File: config.mk
export PLATFORM = sky130hd
export DESIGN_NAME = system_mode_controller
export DESIGN_NICKNAME = d
export VERILOG_FILES = /design/src/hw/rtl/smc_pkg.sv /design/src/hw/rtl/smc_fifo.sv /design/src/hw/rtl/smc_regs.sv /design/src/hw/rtl/smc_front.sv /design/src/hw/rtl/smc_back.sv /design/src/hw/rtl/system_mode_controller.sv
export SDC_FILE = /design/constraint.sdc
export NUM_CORES = 1
export LEC_CHECK = 0
export ABC_AREA = 1
export BUFFER_PORTS_ARGS = -buffer_cell sky130_fd_sc_hd__buf_2
export CAP_MARGIN = 20
export CORE_MARGIN = 2
export CORE_UTILIZATION = 30
export DETAILED_ROUTE_END_ITERATION = 6
export GPL_TIMING_DRIVEN = 1
export PLACE_DENSITY = 0.44
export SYNTH_ARGS = -nofsm -noshare
export SYNTH_HDL_FRONTEND = slang
export SYNTH_SLANG_ARGS = --single-unit
export TNS_END_PERCENT = 10
File: constraint.sdc
create_clock -name clk -period 11.6 [get_ports clk]
set_input_delay 1.16 -clock clk [delete_from_list [all_inputs] [get_ports clk]]
set_output_delay 1.16 -clock clk [all_outputs]
set_load 0.005 [all_outputs]
File: src/hw/rtl/smc_pkg.sv
// smc_pkg: shared types, constants and helper functions of the system mode controller
// used by every module of the controller except smc_fifo; depends on nothing else
package smc_pkg;

    // payload and register widths
    localparam int MODE_W       = 3;
    localparam int MASK_W       = 32;
    localparam int TIME_OUT_W   = 24;
    localparam int CFG_W        = 24;
    localparam int PADDR_W      = 4;
    localparam int PDATA_W      = 32;
    localparam int REG_IDX_W    = 2;

    // default configuration of the design
    localparam int TICK_COUNTER_BITS_DEF = 24;
    localparam int CMD_FIFO_DEPTH        = 2;
    localparam int RES_FIFO_DEPTH        = 4;

    // register indexes
    localparam logic [REG_IDX_W-1:0] REG_TRIAGE_TIMEOUT = 2'd0;
    localparam logic [REG_IDX_W-1:0] REG_ERROR_TIMEOUT  = 2'd1;
    localparam logic [REG_IDX_W-1:0] REG_GAME_TIMEOUT   = 2'd2;

    // register reset values
    localparam logic [CFG_W-1:0] TRIAGE_TIMEOUT_RST = 24'd30000;
    localparam logic [CFG_W-1:0] ERROR_TIMEOUT_RST  = 24'd10000;
    localparam logic [CFG_W-1:0] GAME_TIMEOUT_RST   = 24'd300000;

    // mode codes, the two highest codes are invalid
    localparam logic [MODE_W-1:0] MODE_BOOTING   = 3'd0;
    localparam logic [MODE_W-1:0] MODE_IDLE      = 3'd1;
    localparam logic [MODE_W-1:0] MODE_TRIAGE    = 3'd2;
    localparam logic [MODE_W-1:0] MODE_CONNECTED = 3'd3;
    localparam logic [MODE_W-1:0] MODE_GAME      = 3'd4;
    localparam logic [MODE_W-1:0] MODE_ERROR     = 3'd5;

    // feature bits owned by the mode
    localparam logic [MASK_W-1:0] CTRL_BITS        = 32'h0000_00F6;
    localparam logic [MASK_W-1:0] BITS_IDLE        = 32'h0000_0006;
    localparam logic [MASK_W-1:0] BITS_TRIAGE      = 32'h0000_00E6;
    localparam logic [MASK_W-1:0] BITS_CONNECTED   = 32'h0000_00F6;
    localparam logic [MASK_W-1:0] BITS_GAME        = 32'h0000_00F6;
    localparam logic [MASK_W-1:0] BITS_ERROR       = 32'h0000_0006;

    localparam logic [TIME_OUT_W-1:0] TIME_OUT_MAX = 24'hFF_FFFF;

    typedef enum logic [1:0] {
        KIND_TICK      = 2'd0,
        KIND_REQUEST   = 2'd1,
        KIND_PEER_GAME = 2'd2,
        KIND_ACTIVITY  = 2'd3
    } item_kind_t;

    typedef enum logic [1:0] {
        CAUSE_REQUEST = 2'd0,
        CAUSE_TRIAGE  = 2'd1,
        CAUSE_ERROR   = 2'd2,
        CAUSE_GAME    = 2'd3
    } cause_t;

    // step of the peer game chain
    typedef enum logic [1:0] {
        PH_FIRST  = 2'd0,
        PH_SECOND = 2'd1,
        PH_THIRD  = 2'd2
    } phase_t;

    typedef struct packed {
        logic [CFG_W-1:0] triage_timeout;
        logic [CFG_W-1:0] error_timeout;
        logic [CFG_W-1:0] game_timeout;
    } cfg_t;

    typedef struct packed {
        item_kind_t        kind;
        logic [MODE_W-1:0] target;
        logic [MASK_W-1:0] mask;
    } cmd_t;

    typedef struct packed {
        logic                  accepted;
        logic                  changed;
        logic [MODE_W-1:0]     from_mode;
        logic [MODE_W-1:0]     to_mode;
        cause_t                cause;
        logic [MASK_W-1:0]     mask;
        logic [TIME_OUT_W-1:0] time_in_mode;
        logic                  last;
    } result_t;

    // allowed transition table
    function automatic logic allowed(input logic [MODE_W-1:0] from, input logic [MODE_W-1:0] to);
        logic ok;
        ok = 1'b0;
        if (to == MODE_ERROR || to == MODE_IDLE)
        begin
            ok = 1'b1;
        end
        else
        begin
            unique case (from)
                MODE_IDLE:      ok = (to == MODE_TRIAGE) || (to == MODE_CONNECTED) ||
                                     (to == MODE_GAME);
                MODE_TRIAGE:    ok = (to == MODE_CONNECTED);
                MODE_CONNECTED: ok = (to == MODE_TRIAGE) || (to == MODE_GAME);
                MODE_GAME:      ok = (to == MODE_CONNECTED);
                default:        ok = 1'b0;
            endcase
        end
        return ok;
    endfunction

    // feature bits that a mode turns on
    function automatic logic [MASK_W-1:0] mode_bits(input logic [MODE_W-1:0] m);
        logic [MASK_W-1:0] bits;
        unique case (m)
            MODE_IDLE:      bits = BITS_IDLE;
            MODE_TRIAGE:    bits = BITS_TRIAGE;
            MODE_CONNECTED: bits = BITS_CONNECTED;
            MODE_GAME:      bits = BITS_GAME;
            MODE_ERROR:     bits = BITS_ERROR;
            default:        bits = '0;
        endcase
        return bits;
    endfunction

    // mode-owned bits from the new mode, the rest passes through
    function automatic logic [MASK_W-1:0] merge_mask(input logic [MASK_W-1:0] mask,
                                                     input logic [MODE_W-1:0] m);
        return (mask & ~CTRL_BITS) | (mode_bits(m) & CTRL_BITS);
    endfunction

endpackage

File: src/hw/rtl/smc_fifo.sv
// smc_fifo: small first-word-fall-through queue of register slots
// generic over width and depth; depends on nothing else
module smc_fifo #(
    parameter int WIDTH = 8,
    parameter int DEPTH = 2
) (
    input  logic             clk,
    input  logic             rst_n,
    input  logic             wr_en,
    input  logic [WIDTH-1:0] wr_data,
    input  logic             rd_en,
    output logic [WIDTH-1:0] rd_data,
    output logic             full,
    output logic             empty
);

    localparam int PTR_W = (DEPTH > 1) ? $clog2(DEPTH) : 1;
    localparam int CNT_W = $clog2(DEPTH + 1);
    localparam logic [PTR_W-1:0] LAST_SLOT = PTR_W'(DEPTH - 1);
    localparam logic [CNT_W-1:0] FULL_CNT  = CNT_W'(DEPTH);

    logic [WIDTH-1:0] mem_reg [DEPTH];
    logic [PTR_W-1:0] wr_ptr_reg, wr_ptr_next;
    logic [PTR_W-1:0] rd_ptr_reg, rd_ptr_next;
    logic [CNT_W-1:0] count_reg, count_next;
    logic             do_wr;
    logic             do_rd;

    assign full    = (count_reg == FULL_CNT);
    assign empty   = (count_reg == '0);
    assign do_wr   = wr_en && !full;
    assign do_rd   = rd_en && !empty;
    assign rd_data = mem_reg[rd_ptr_reg];

    // pointer and fill count update
    always_comb
    begin
        wr_ptr_next = wr_ptr_reg;
        rd_ptr_next = rd_ptr_reg;
        count_next  = count_reg;
        if (do_wr)
        begin
            wr_ptr_next = (wr_ptr_reg == LAST_SLOT) ? '0 : wr_ptr_reg + 1'b1;
        end
        if (do_rd)
        begin
            rd_ptr_next = (rd_ptr_reg == LAST_SLOT) ? '0 : rd_ptr_reg + 1'b1;
        end
        if (do_wr && !do_rd)
        begin
            count_next = count_reg + 1'b1;
        end
        else if (do_rd && !do_wr)
        begin
            count_next = count_reg - 1'b1;
        end
    end

    always_ff @(posedge clk or negedge rst_n)
    begin
        if (!rst_n)
        begin
            wr_ptr_reg <= '0;
            rd_ptr_reg <= '0;
            count_reg  <= '0;
        end
        else
        begin
            wr_ptr_reg <= wr_ptr_next;
            rd_ptr_reg <= rd_ptr_next;
            count_reg  <= count_next;
        end
    end

    // slot storage
    always_ff @(posedge clk)
    begin
        if (do_wr)
        begin
            mem_reg[wr_ptr_reg] <= wr_data;
        end
    end

endmodule

File: src/hw/rtl/smc_regs.sv
// smc_regs: APB-style configuration registers holding the three timeouts
// depends on smc_pkg
module smc_regs (
    input  logic                         clk,
    input  logic                         rst_n,
    input  logic                         psel,
    input  logic                         penable,
    input  logic                         pwrite,
    input  logic [smc_pkg::PADDR_W-1:0]  paddr,
    input  logic [smc_pkg::PDATA_W-1:0]  pwdata,
    output logic [smc_pkg::PDATA_W-1:0]  prdata,
    output logic                         pready,
    output smc_pkg::cfg_t                cfg
);

    smc_pkg::cfg_t                  cfg_reg, cfg_next;
    logic [smc_pkg::REG_IDX_W-1:0]  idx;
    logic                           wr_en;

    assign pready = 1'b1;
    assign idx    = paddr[smc_pkg::PADDR_W-1:2];
    assign wr_en  = psel && penable && pwrite && pready;
    assign cfg    = cfg_reg;

    // register write decode
    always_comb
    begin
        cfg_next = cfg_reg;
        if (wr_en)
        begin
            unique case (idx)
                smc_pkg::REG_TRIAGE_TIMEOUT:
                    cfg_next.triage_timeout = pwdata[smc_pkg::CFG_W-1:0];
                smc_pkg::REG_ERROR_TIMEOUT:
                    cfg_next.error_timeout = pwdata[smc_pkg::CFG_W-1:0];
                smc_pkg::REG_GAME_TIMEOUT:
                    cfg_next.game_timeout = pwdata[smc_pkg::CFG_W-1:0];
                default:
                    cfg_next = cfg_reg;
            endcase
        end
    end

    // read mux
    always_comb
    begin
        unique case (idx)
            smc_pkg::REG_TRIAGE_TIMEOUT:
                prdata = smc_pkg::PDATA_W'(cfg_reg.triage_timeout);
            smc_pkg::REG_ERROR_TIMEOUT:
                prdata = smc_pkg::PDATA_W'(cfg_reg.error_timeout);
            smc_pkg::REG_GAME_TIMEOUT:
                prdata = smc_pkg::PDATA_W'(cfg_reg.game_timeout);
            default:
                prdata = '0;
        endcase
    end

    always_ff @(posedge clk or negedge rst_n)
    begin
        if (!rst_n)
        begin
            cfg_reg.triage_timeout <= smc_pkg::TRIAGE_TIMEOUT_RST;
            cfg_reg.error_timeout  <= smc_pkg::ERROR_TIMEOUT_RST;
            cfg_reg.game_timeout   <= smc_pkg::GAME_TIMEOUT_RST;
        end
        else
        begin
            cfg_reg <= cfg_next;
        end
    end

endmodule

File: src/hw/rtl/smc_front.sv
// smc_front: accepts input transactions, classifies them into commands and queues them
// depends on smc_pkg and smc_fifo
module smc_front (
    input  logic                        clk,
    input  logic                        rst_n,
    input  logic                        push,
    output logic                        full,
    input  logic [1:0]                  mode,
    input  logic [smc_pkg::MODE_W-1:0]  target_mode,
    input  logic [smc_pkg::MASK_W-1:0]  feature_mask_in,
    output logic                        cmd_valid,
    output smc_pkg::cmd_t               cmd,
    input  logic                        cmd_pop
);

    smc_pkg::cmd_t cmd_in;
    logic          cmd_empty;

    // classify the transaction; a transition request carries its target, a peer game request targets game mode
    always_comb
    begin
        cmd_in.kind = smc_pkg::item_kind_t'(mode);
        cmd_in.mask = feature_mask_in;
        unique case (cmd_in.kind)
            smc_pkg::KIND_REQUEST:   cmd_in.target = target_mode;
            smc_pkg::KIND_PEER_GAME: cmd_in.target = smc_pkg::MODE_GAME;
            default:                 cmd_in.target = '0;
        endcase
    end

    // command queue between front and back
    smc_fifo #(
        .WIDTH ($bits(smc_pkg::cmd_t)),
        .DEPTH (smc_pkg::CMD_FIFO_DEPTH)
    ) u_cmd_fifo (
        .clk     (clk),
        .rst_n   (rst_n),
        .wr_en   (push),
        .wr_data (cmd_in),
        .rd_en   (cmd_pop),
        .rd_data (cmd),
        .full    (full),
        .empty   (cmd_empty)
    );

    assign cmd_valid = !cmd_empty;

endmodule

File: src/hw/rtl/smc_back.sv
// smc_back: executes queued commands, one mode step per cycle while the result queue is not full, and emits results
// depends on smc_pkg
module smc_back #(
    parameter int TICK_COUNTER_BITS = smc_pkg::TICK_COUNTER_BITS_DEF
) (
    input  logic             clk,
    input  logic             rst_n,
    input  smc_pkg::cfg_t    cfg,
    input  logic             cmd_valid,
    input  smc_pkg::cmd_t    cmd,
    output logic             cmd_pop,
    input  logic             res_full,
    output logic             res_push,
    output smc_pkg::result_t res
);

    localparam int TB = TICK_COUNTER_BITS;
    localparam int CW = (TB > smc_pkg::CFG_W) ? TB : smc_pkg::CFG_W;
    localparam logic [TB-1:0] CNT_MAX = {TB{1'b1}};

    logic [smc_pkg::MODE_W-1:0] mode_reg, mode_next;
    logic [smc_pkg::MODE_W-1:0] origin_reg, origin_next;
    logic [TB-1:0]              tim_reg, tim_next;
    logic [TB-1:0]              tsa_reg, tsa_next;
    logic [smc_pkg::MASK_W-1:0] mask_reg, mask_next;
    smc_pkg::phase_t            phase_reg, phase_next;

    logic                       step;
    logic [TB-1:0]              tim_inc;
    logic [TB-1:0]              tsa_inc;
    logic [TB-1:0]              tim_base;
    logic [TB-1:0]              tsa_base;
    logic [CW-1:0]              tim_cmp;
    logic [CW-1:0]              tsa_cmp;
    logic [CW-1:0]              tim_sat_cmp;
    logic [smc_pkg::MODE_W-1:0] tgt;
    smc_pkg::cause_t            cause_v;
    logic                       try_chg;
    logic                       force_fail;
    logic                       ok;
    logic                       is_peer;
    logic                       last_v;
    logic [smc_pkg::MASK_W-1:0] mask_base;

    assign step     = cmd_valid && !res_full;
    assign tim_inc  = (tim_reg == CNT_MAX) ? tim_reg : tim_reg + 1'b1;
    assign tsa_inc  = (tsa_reg == CNT_MAX) ? tsa_reg : tsa_reg + 1'b1;
    assign tim_cmp  = CW'(tim_inc);
    assign tsa_cmp  = CW'(tsa_inc);
    assign is_peer  = (cmd.kind == smc_pkg::KIND_PEER_GAME);
    assign mask_base = (phase_reg == smc_pkg::PH_FIRST) ? cmd.mask : mask_reg;

    // decode of one step: target, cause and whether a change is tried
    always_comb
    begin
        tgt        = mode_reg;
        cause_v    = smc_pkg::CAUSE_REQUEST;
        try_chg    = 1'b0;
        force_fail = 1'b0;
        tim_base   = tim_reg;
        tsa_base   = tsa_reg;
        unique case (cmd.kind)
            smc_pkg::KIND_TICK:
            begin
                tim_base = tim_inc;
                tsa_base = tsa_inc;
                priority if (mode_reg == smc_pkg::MODE_TRIAGE &&
                             tsa_cmp > CW'(cfg.triage_timeout))
                begin
                    tgt     = smc_pkg::MODE_IDLE;
                    cause_v = smc_pkg::CAUSE_TRIAGE;
                end
                else if (mode_reg == smc_pkg::MODE_ERROR &&
                         tim_cmp > CW'(cfg.error_timeout))
                begin
                    tgt     = smc_pkg::MODE_IDLE;
                    cause_v = smc_pkg::CAUSE_ERROR;
                end
                else if (mode_reg == smc_pkg::MODE_GAME &&
                         tim_cmp > CW'(cfg.game_timeout))
                begin
                    tgt     = origin_reg;
                    cause_v = smc_pkg::CAUSE_GAME;
                end
                else
                begin
                    tgt = mode_reg;
                end
                if (tgt == mode_reg)
                begin
                    cause_v = smc_pkg::CAUSE_REQUEST;
                end
                try_chg = (tgt != mode_reg);
            end
            smc_pkg::KIND_REQUEST:
            begin
                tgt     = cmd.target;
                try_chg = (cmd.target != mode_reg);
            end
            smc_pkg::KIND_PEER_GAME:
            begin
                priority if (phase_reg == smc_pkg::PH_FIRST && mode_reg == smc_pkg::MODE_GAME)
                begin
                    tgt = mode_reg;
                end
                else if (phase_reg == smc_pkg::PH_FIRST &&
                         (mode_reg == smc_pkg::MODE_BOOTING || mode_reg == smc_pkg::MODE_ERROR))
                begin
                    tgt     = smc_pkg::MODE_IDLE;
                    try_chg = 1'b1;
                end
                else if (phase_reg != smc_pkg::PH_THIRD &&
                         (mode_reg == smc_pkg::MODE_IDLE || mode_reg == smc_pkg::MODE_TRIAGE))
                begin
                    tgt     = smc_pkg::MODE_CONNECTED;
                    try_chg = 1'b1;
                end
                else if (mode_reg == smc_pkg::MODE_CONNECTED)
                begin
                    tgt     = smc_pkg::MODE_GAME;
                    try_chg = 1'b1;
                end
                else
                begin
                    tgt        = smc_pkg::MODE_GAME;
                    force_fail = 1'b1;
                end
            end
            smc_pkg::KIND_ACTIVITY:
            begin
                tsa_base = '0;
            end
            default:
            begin
                tgt = mode_reg;
            end
        endcase
    end

    // outputs: result of this step and the state it leaves
    always_comb
    begin
        ok     = try_chg && smc_pkg::allowed(mode_reg, tgt);
        last_v = !(is_peer && ok && tgt != smc_pkg::MODE_GAME);

        mode_next   = ok ? tgt : mode_reg;
        origin_next = (ok && tgt == smc_pkg::MODE_GAME) ? mode_reg : origin_reg;
        tim_next    = ok ? '0 : tim_base;
        tsa_next    = ok ? '0 : tsa_base;
        mask_next   = ok ? smc_pkg::merge_mask(mask_base, tgt) : mask_base;
        tim_sat_cmp = CW'(tim_next);

        res.accepted     = try_chg ? ok : !force_fail;
        res.changed      = ok;
        res.from_mode    = mode_reg;
        res.to_mode      = tgt;
        res.cause        = cause_v;
        res.mask         = mask_next;
        res.time_in_mode = (tim_sat_cmp > CW'(smc_pkg::TIME_OUT_MAX)) ?
                           smc_pkg::TIME_OUT_MAX : tim_sat_cmp[smc_pkg::TIME_OUT_W-1:0];
        res.last         = last_v;

        res_push = step;
        cmd_pop  = step && last_v;
    end

    // next peer chain step
    always_comb
    begin
        phase_next = phase_reg;
        if (step)
        begin
            if (last_v)
            begin
                phase_next = smc_pkg::PH_FIRST;
            end
            else if (tgt == smc_pkg::MODE_IDLE)
            begin
                phase_next = smc_pkg::PH_SECOND;
            end
            else
            begin
                phase_next = smc_pkg::PH_THIRD;
            end
        end
    end

    // mode state and counters
    always_ff @(posedge clk or negedge rst_n)
    begin
        if (!rst_n)
        begin
            mode_reg   <= smc_pkg::MODE_BOOTING;
            origin_reg <= smc_pkg::MODE_BOOTING;
            tim_reg    <= '0;
            tsa_reg    <= '0;
            phase_reg  <= smc_pkg::PH_FIRST;
        end
        else
        begin
            phase_reg <= phase_next;
            if (step)
            begin
                mode_reg   <= mode_next;
                origin_reg <= origin_next;
                tim_reg    <= tim_next;
                tsa_reg    <= tsa_next;
            end
        end
    end

    // running feature mask within a peer chain
    always_ff @(posedge clk)
    begin
        if (step)
        begin
            mask_reg <= mask_next;
        end
    end

    // a command leaves the queue only with its final result
    assert property (@(posedge clk) disable iff (!rst_n)
        cmd_pop |-> (res_push && res.last))
    else $error("command popped without its final result");

    // a reported change is the mode held afterwards
    assert property (@(posedge clk) disable iff (!rst_n)
        (res_push && res.changed) |=> (mode_reg == $past(res.to_mode)))
    else $error("mode does not follow the reported change");

    // every change restarts both counters
    assert property (@(posedge clk) disable iff (!rst_n)
        (res_push && res.changed) |=> (tim_reg == '0 && tsa_reg == '0))
    else $error("counters not cleared on a mode change");

    // a chain stays open after a result that is not final
    assert property (@(posedge clk) disable iff (!rst_n)
        (res_push && !res.last) |=> (phase_reg != smc_pkg::PH_FIRST))
    else $error("peer chain closed before its final result");

endmodule

File: src/hw/rtl/system_mode_controller.sv
// system_mode_controller: six-mode system controller, top level
// path: a transaction waits in the command queue and its result in the result queue before the output ports
// throughput: one transaction per cycle while neither queue is full; a peer game request makes one mode
// change per step, up to three, carried out by the single-step executor in the back part
// reset: rst_n clears mode, counters and queues and reloads the default timeouts at once
// depends on smc_pkg, smc_regs, smc_front, smc_back and smc_fifo
module system_mode_controller #(
    parameter int TICK_COUNTER_BITS = smc_pkg::TICK_COUNTER_BITS_DEF
) (
    input  logic                            clk,
    input  logic                            rst_n,
    // input queue side
    input  logic                            push,
    output logic                            full,
    input  logic [1:0]                      mode,
    input  logic [smc_pkg::MODE_W-1:0]      target_mode,
    input  logic [smc_pkg::MASK_W-1:0]      feature_mask_in,
    // result queue side
    output logic                            empty,
    input  logic                            pop,
    output logic                            accepted,
    output logic                            changed,
    output logic [smc_pkg::MODE_W-1:0]      from_mode,
    output logic [smc_pkg::MODE_W-1:0]      to_mode,
    output logic [1:0]                      cause,
    output logic [smc_pkg::MASK_W-1:0]      feature_mask_out,
    output logic [smc_pkg::TIME_OUT_W-1:0]  time_in_mode,
    output logic                            last,
    // configuration port
    input  logic                            psel,
    input  logic                            penable,
    input  logic                            pwrite,
    input  logic [smc_pkg::PADDR_W-1:0]     paddr,
    input  logic [smc_pkg::PDATA_W-1:0]     pwdata,
    output logic [smc_pkg::PDATA_W-1:0]     prdata,
    output logic                            pready
);

    smc_pkg::cfg_t    cfg;
    smc_pkg::cmd_t    cmd;
    logic             cmd_valid;
    logic             cmd_pop;
    logic             res_full;
    logic             res_push;
    smc_pkg::result_t res_in;
    smc_pkg::result_t res_out;

    // configuration registers
    smc_regs u_regs (
        .clk     (clk),
        .rst_n   (rst_n),
        .psel    (psel),
        .penable (penable),
        .pwrite  (pwrite),
        .paddr   (paddr),
        .pwdata  (pwdata),
        .prdata  (prdata),
        .pready  (pready),
        .cfg     (cfg)
    );

    // front: accept and classify
    smc_front u_front (
        .clk             (clk),
        .rst_n           (rst_n),
        .push            (push),
        .full            (full),
        .mode            (mode),
        .target_mode     (target_mode),
        .feature_mask_in (feature_mask_in),
        .cmd_valid       (cmd_valid),
        .cmd             (cmd),
        .cmd_pop         (cmd_pop)
    );

    // back: carry out mode changes
    smc_back #(
        .TICK_COUNTER_BITS (TICK_COUNTER_BITS)
    ) u_back (
        .clk       (clk),
        .rst_n     (rst_n),
        .cfg       (cfg),
        .cmd_valid (cmd_valid),
        .cmd       (cmd),
        .cmd_pop   (cmd_pop),
        .res_full  (res_full),
        .res_push  (res_push),
        .res       (res_in)
    );

    // result queue
    smc_fifo #(
        .WIDTH ($bits(smc_pkg::result_t)),
        .DEPTH (smc_pkg::RES_FIFO_DEPTH)
    ) u_res_fifo (
        .clk     (clk),
        .rst_n   (rst_n),
        .wr_en   (res_push),
        .wr_data (res_in),
        .rd_en   (pop),
        .rd_data (res_out),
        .full    (res_full),
        .empty   (empty)
    );

    // result fields to ports
    assign accepted         = res_out.accepted;
    assign changed          = res_out.changed;
    assign from_mode        = res_out.from_mode;
    assign to_mode          = res_out.to_mode;
    assign cause            = res_out.cause;
    assign feature_mask_out = res_out.mask;
    assign time_in_mode     = res_out.time_in_mode;
    assign last             = res_out.last;

endmodule
==> summary.md <==
| Metric | Value |
|---|---|
| Status | `completed` |
| Period utilization | `51.35%` |
| Worst path bufs/invs | `2` |
| Final hold violations | `0` |
| Commonest non-fill, non-tap cell in the layout | `nand2_1` |
| Initial Utilization | `30.20%` |
| Crit path DAT | `6.39 ns` |
| Synth Flop Type | `edfxtp_1` |
| Diodes inserted | `0` |
| Initial DRC count | `948` |
| Vias post-DR | `17300` |
| Post-synth ARST share | `27.10%` |
| Layout cells sized above 1 | `14.05%` |
| Ys Warns | `0` |
| Cell variety after synth | `53` |
| # port buffers | `162` |
| IO Pins | `182` |
| Worst VDD drop | `0.0001648 V` |
| Uppermost layer routed | `met4` |
| Total GRT Usage | `15.85%` |
| Crit path max fanout | `49` |
| Syn avg cell area | `10.06 sq um` |
| Vias in the first global route | `17190` |
| Post-route ant nets | `0` |
| Critical setup path kind | `reg2reg` |
| M1 WL | `30690 um` |
| Initial antenna violation count | `2` |
| DP Wirelength | `42510 um` |
| Clock buffer depth | `3` |
| CP max-delay cell | `buf_4` |
| CTS Sinks | `513` |
| CTS resizes | `0` |
| Drt wl/cell | `18.31 um` |
| Die area | `0.08312 sq mm` |
| Die span in y | `288.3 um` |
| RePlAce Congestion | `0.8396` |
| Yosys reg bits | `513` |
| Max Cap Violations | `0` |
| Final Max Tran Viols | `0` |
| First-pass GRT wire length | `101200 um` |
| Clock root buffer | `clkbuf_16` |
| Drt via density | `4.739` |
| Setup ws final | `5.644 ns` |
| Met3 WL | `2519 um` |
| Number of H-tree levels | `2` |
| Hold buffer count at cts | `0` |
| CP endpoint kind | `flip-flop` |
| Element type at the critical path start | `flip-flop` |
| Core ar. | `0.08029 sq mm` |
| Drt pass-1 iters | `5` |
| DP Cell Count | `3540` |
| Skew-Pair Late Insertion Delay | `0.64 ns` |
| P_leak | `0.01175 uW` |
| Sequential-to-total area share from yosys stat | `60.76%` |
| Final setup TNS | `0 ns` |
| Pwr dens | `295.6 mW/mm^2` |
| Most frequent cells in the layout | `nand2_1, edfxtp_1, o21ai_0, inv_1, nor2_1` |
| Post-synth EDFFs | `374` |
| Final Critical Period | `5.956 ns` |
| Clk slew on worst S/H paths | `0.06 ns` |
| Worst hold path type | `reg2reg` |
| Die Wd | `288.3 um` |
| Layout Utilization | `34.95%` |
| Max FFs per register | `268` |
| RSZ-0062 raised after global routing | `no` |
| Synth Cell Area | `0.02425 sq mm` |
| F_max | `167.9 MHz` |
| Post CTS Setup Buffer Count | `0` |
| Max Clock Skew | `0.04863 ns` |
| Delay-heaviest family, CP | `simple AND/OR/NAND/NOR gates` |
| Drt drc | `0` |
| Metal2 WL | `32700 um` |
| Congestion Overflow GR | `0` |
| Slew @ Worst Pin | `1.032 ns` |
| Cells after Synth | `2411` |
| Final Setup Violations | `0` |
| Place WS | `5.649 ns` |
| Rows | `104` |
| Max_slew headroom | `31.23%` |
| Final net count | `2710` |
| Area grow syn2layout | `15.72%` |
| CTS Buf Count | `58` |
| Routed WL | `66870 um` |
| Worst path most repeated cell | `nand2_1` |
| TritonCTS clock tree | `built` |
| Largest net degree at the start of global routing | `91` |
| Final Non-Filler Cells | `3651` |
| CP required | `12.04 ns` |
| Slowest Stage Delay on Critical Path | `0.59 ns` |
## final timing paths
check,startpoint,to,slack [ns],depth (start not counted)
min reg2reg,u_back.origin_reg[0],u_back.origin_reg[0],0.48,2
min,u_back.origin_reg[0],u_back.origin_reg[0],0.48,2
max in group asynchronous,rst_n,u_back.tsa_reg[11],9.66,2
max reg2reg,u_back.tim_reg[1],u_res_fifo.mem_reg[0][18],5.64,32
min in group asynchronous,rst_n,u_res_fifo.count_reg[1],0.62,1
max,u_back.tim_reg[1],u_res_fifo.mem_reg[0][18],5.64,32
## area by class of cell
type / count / area [sq um]
Fill cell: 8082 / 52230
Sequential cell: 513 / 14740
Multi-Input combinational cell: 1508 / 8039
Clock buffer: 79 / 1580
Tap cell: 1060 / 1326
Inverter: 276 / 1040
Timing Repair Buffer: 185 / 1030
Clock inverter: 30 / 306.5
## layer usage
| metal | global-route usage (%) | vias to the layer above |
|---|---|---|
| li1 | - | 8482 |
| met1 | 21.21 | 8455 |
| met2 | 27.37 | 303 |
| met3 | 2.148 | 61 |
| met4 | 3.303 | 0 |
| met5 | 0 | - |
## Yosys cell counts, types with 27 or more instances
| cell | n | area, sq um |
|---|---|---|
| clkbuf_1 | 88 | 330.3 |
| nand2_1 | 460 | 1727 |
| nor2_1 | 261 | 979.7 |
| xor2_1 | 27 | 236.5 |
| edfxtp_1 | 374 | 11230 |
| o21ai_0 | 264 | 1321 |
| ha_1 | 87 | 1089 |
| o22ai_1 | 67 | 419.2 |
| nand3_1 | 80 | 400.4 |
| dfrtp_1 | 119 | 2978 |
| nand4_1 | 41 | 256.5 |
| inv_1 | 259 | 972.2 |
| a21oi_1 | 45 | 225.2 |
| a31oi_1 | 27 | 168.9 |
## power by group
| part | switching (uW) | internal, uW |
|---|---|---|
| Sequential | 286 | 3020 |
| Combinational | 2280 | 918 |
| Clock | 758 | 1030 |
## worst reg2reg max path: cells and delay by family (launching register included)
family | cells | cell delay (ns)
and+or+nand+nor | 27 | 3.76
buffers and inverters | 2 | 0.78
adders and majority gates | 2 | 0.44
DFF | 1 | 0.41
xor gates and xnor gates | 1 | 0.36
## through the flow
stage / hold WS (ns) / area [sq um] / power, uW
CTS: 0.4829 / 28010 / 8434
global placement: 0.4628 / 26120 / 6513
floorplan: 0.4354 / 24280 / 5334
global route: 0.5091 / 28060 / 8911
detailed placement: 0.4624 / 26120 / 6615
finish: 0.4818 / 28060 / 8294
## cell families after synthesis
logic type               share of synthesized area (%)
AO/OA/AOI/OAI                                    10.88
XOR/XNOR                                         1.228
adder cells (fa/ha/maj)                          4.571
buffers and inverters                            6.522
flip-flops                                       60.76
multiplexers                                    0.1238
other                                          0.03097
AND/OR/NAND/NOR                                  15.89
No activity file was read; power rests on OpenSTA's default activity.
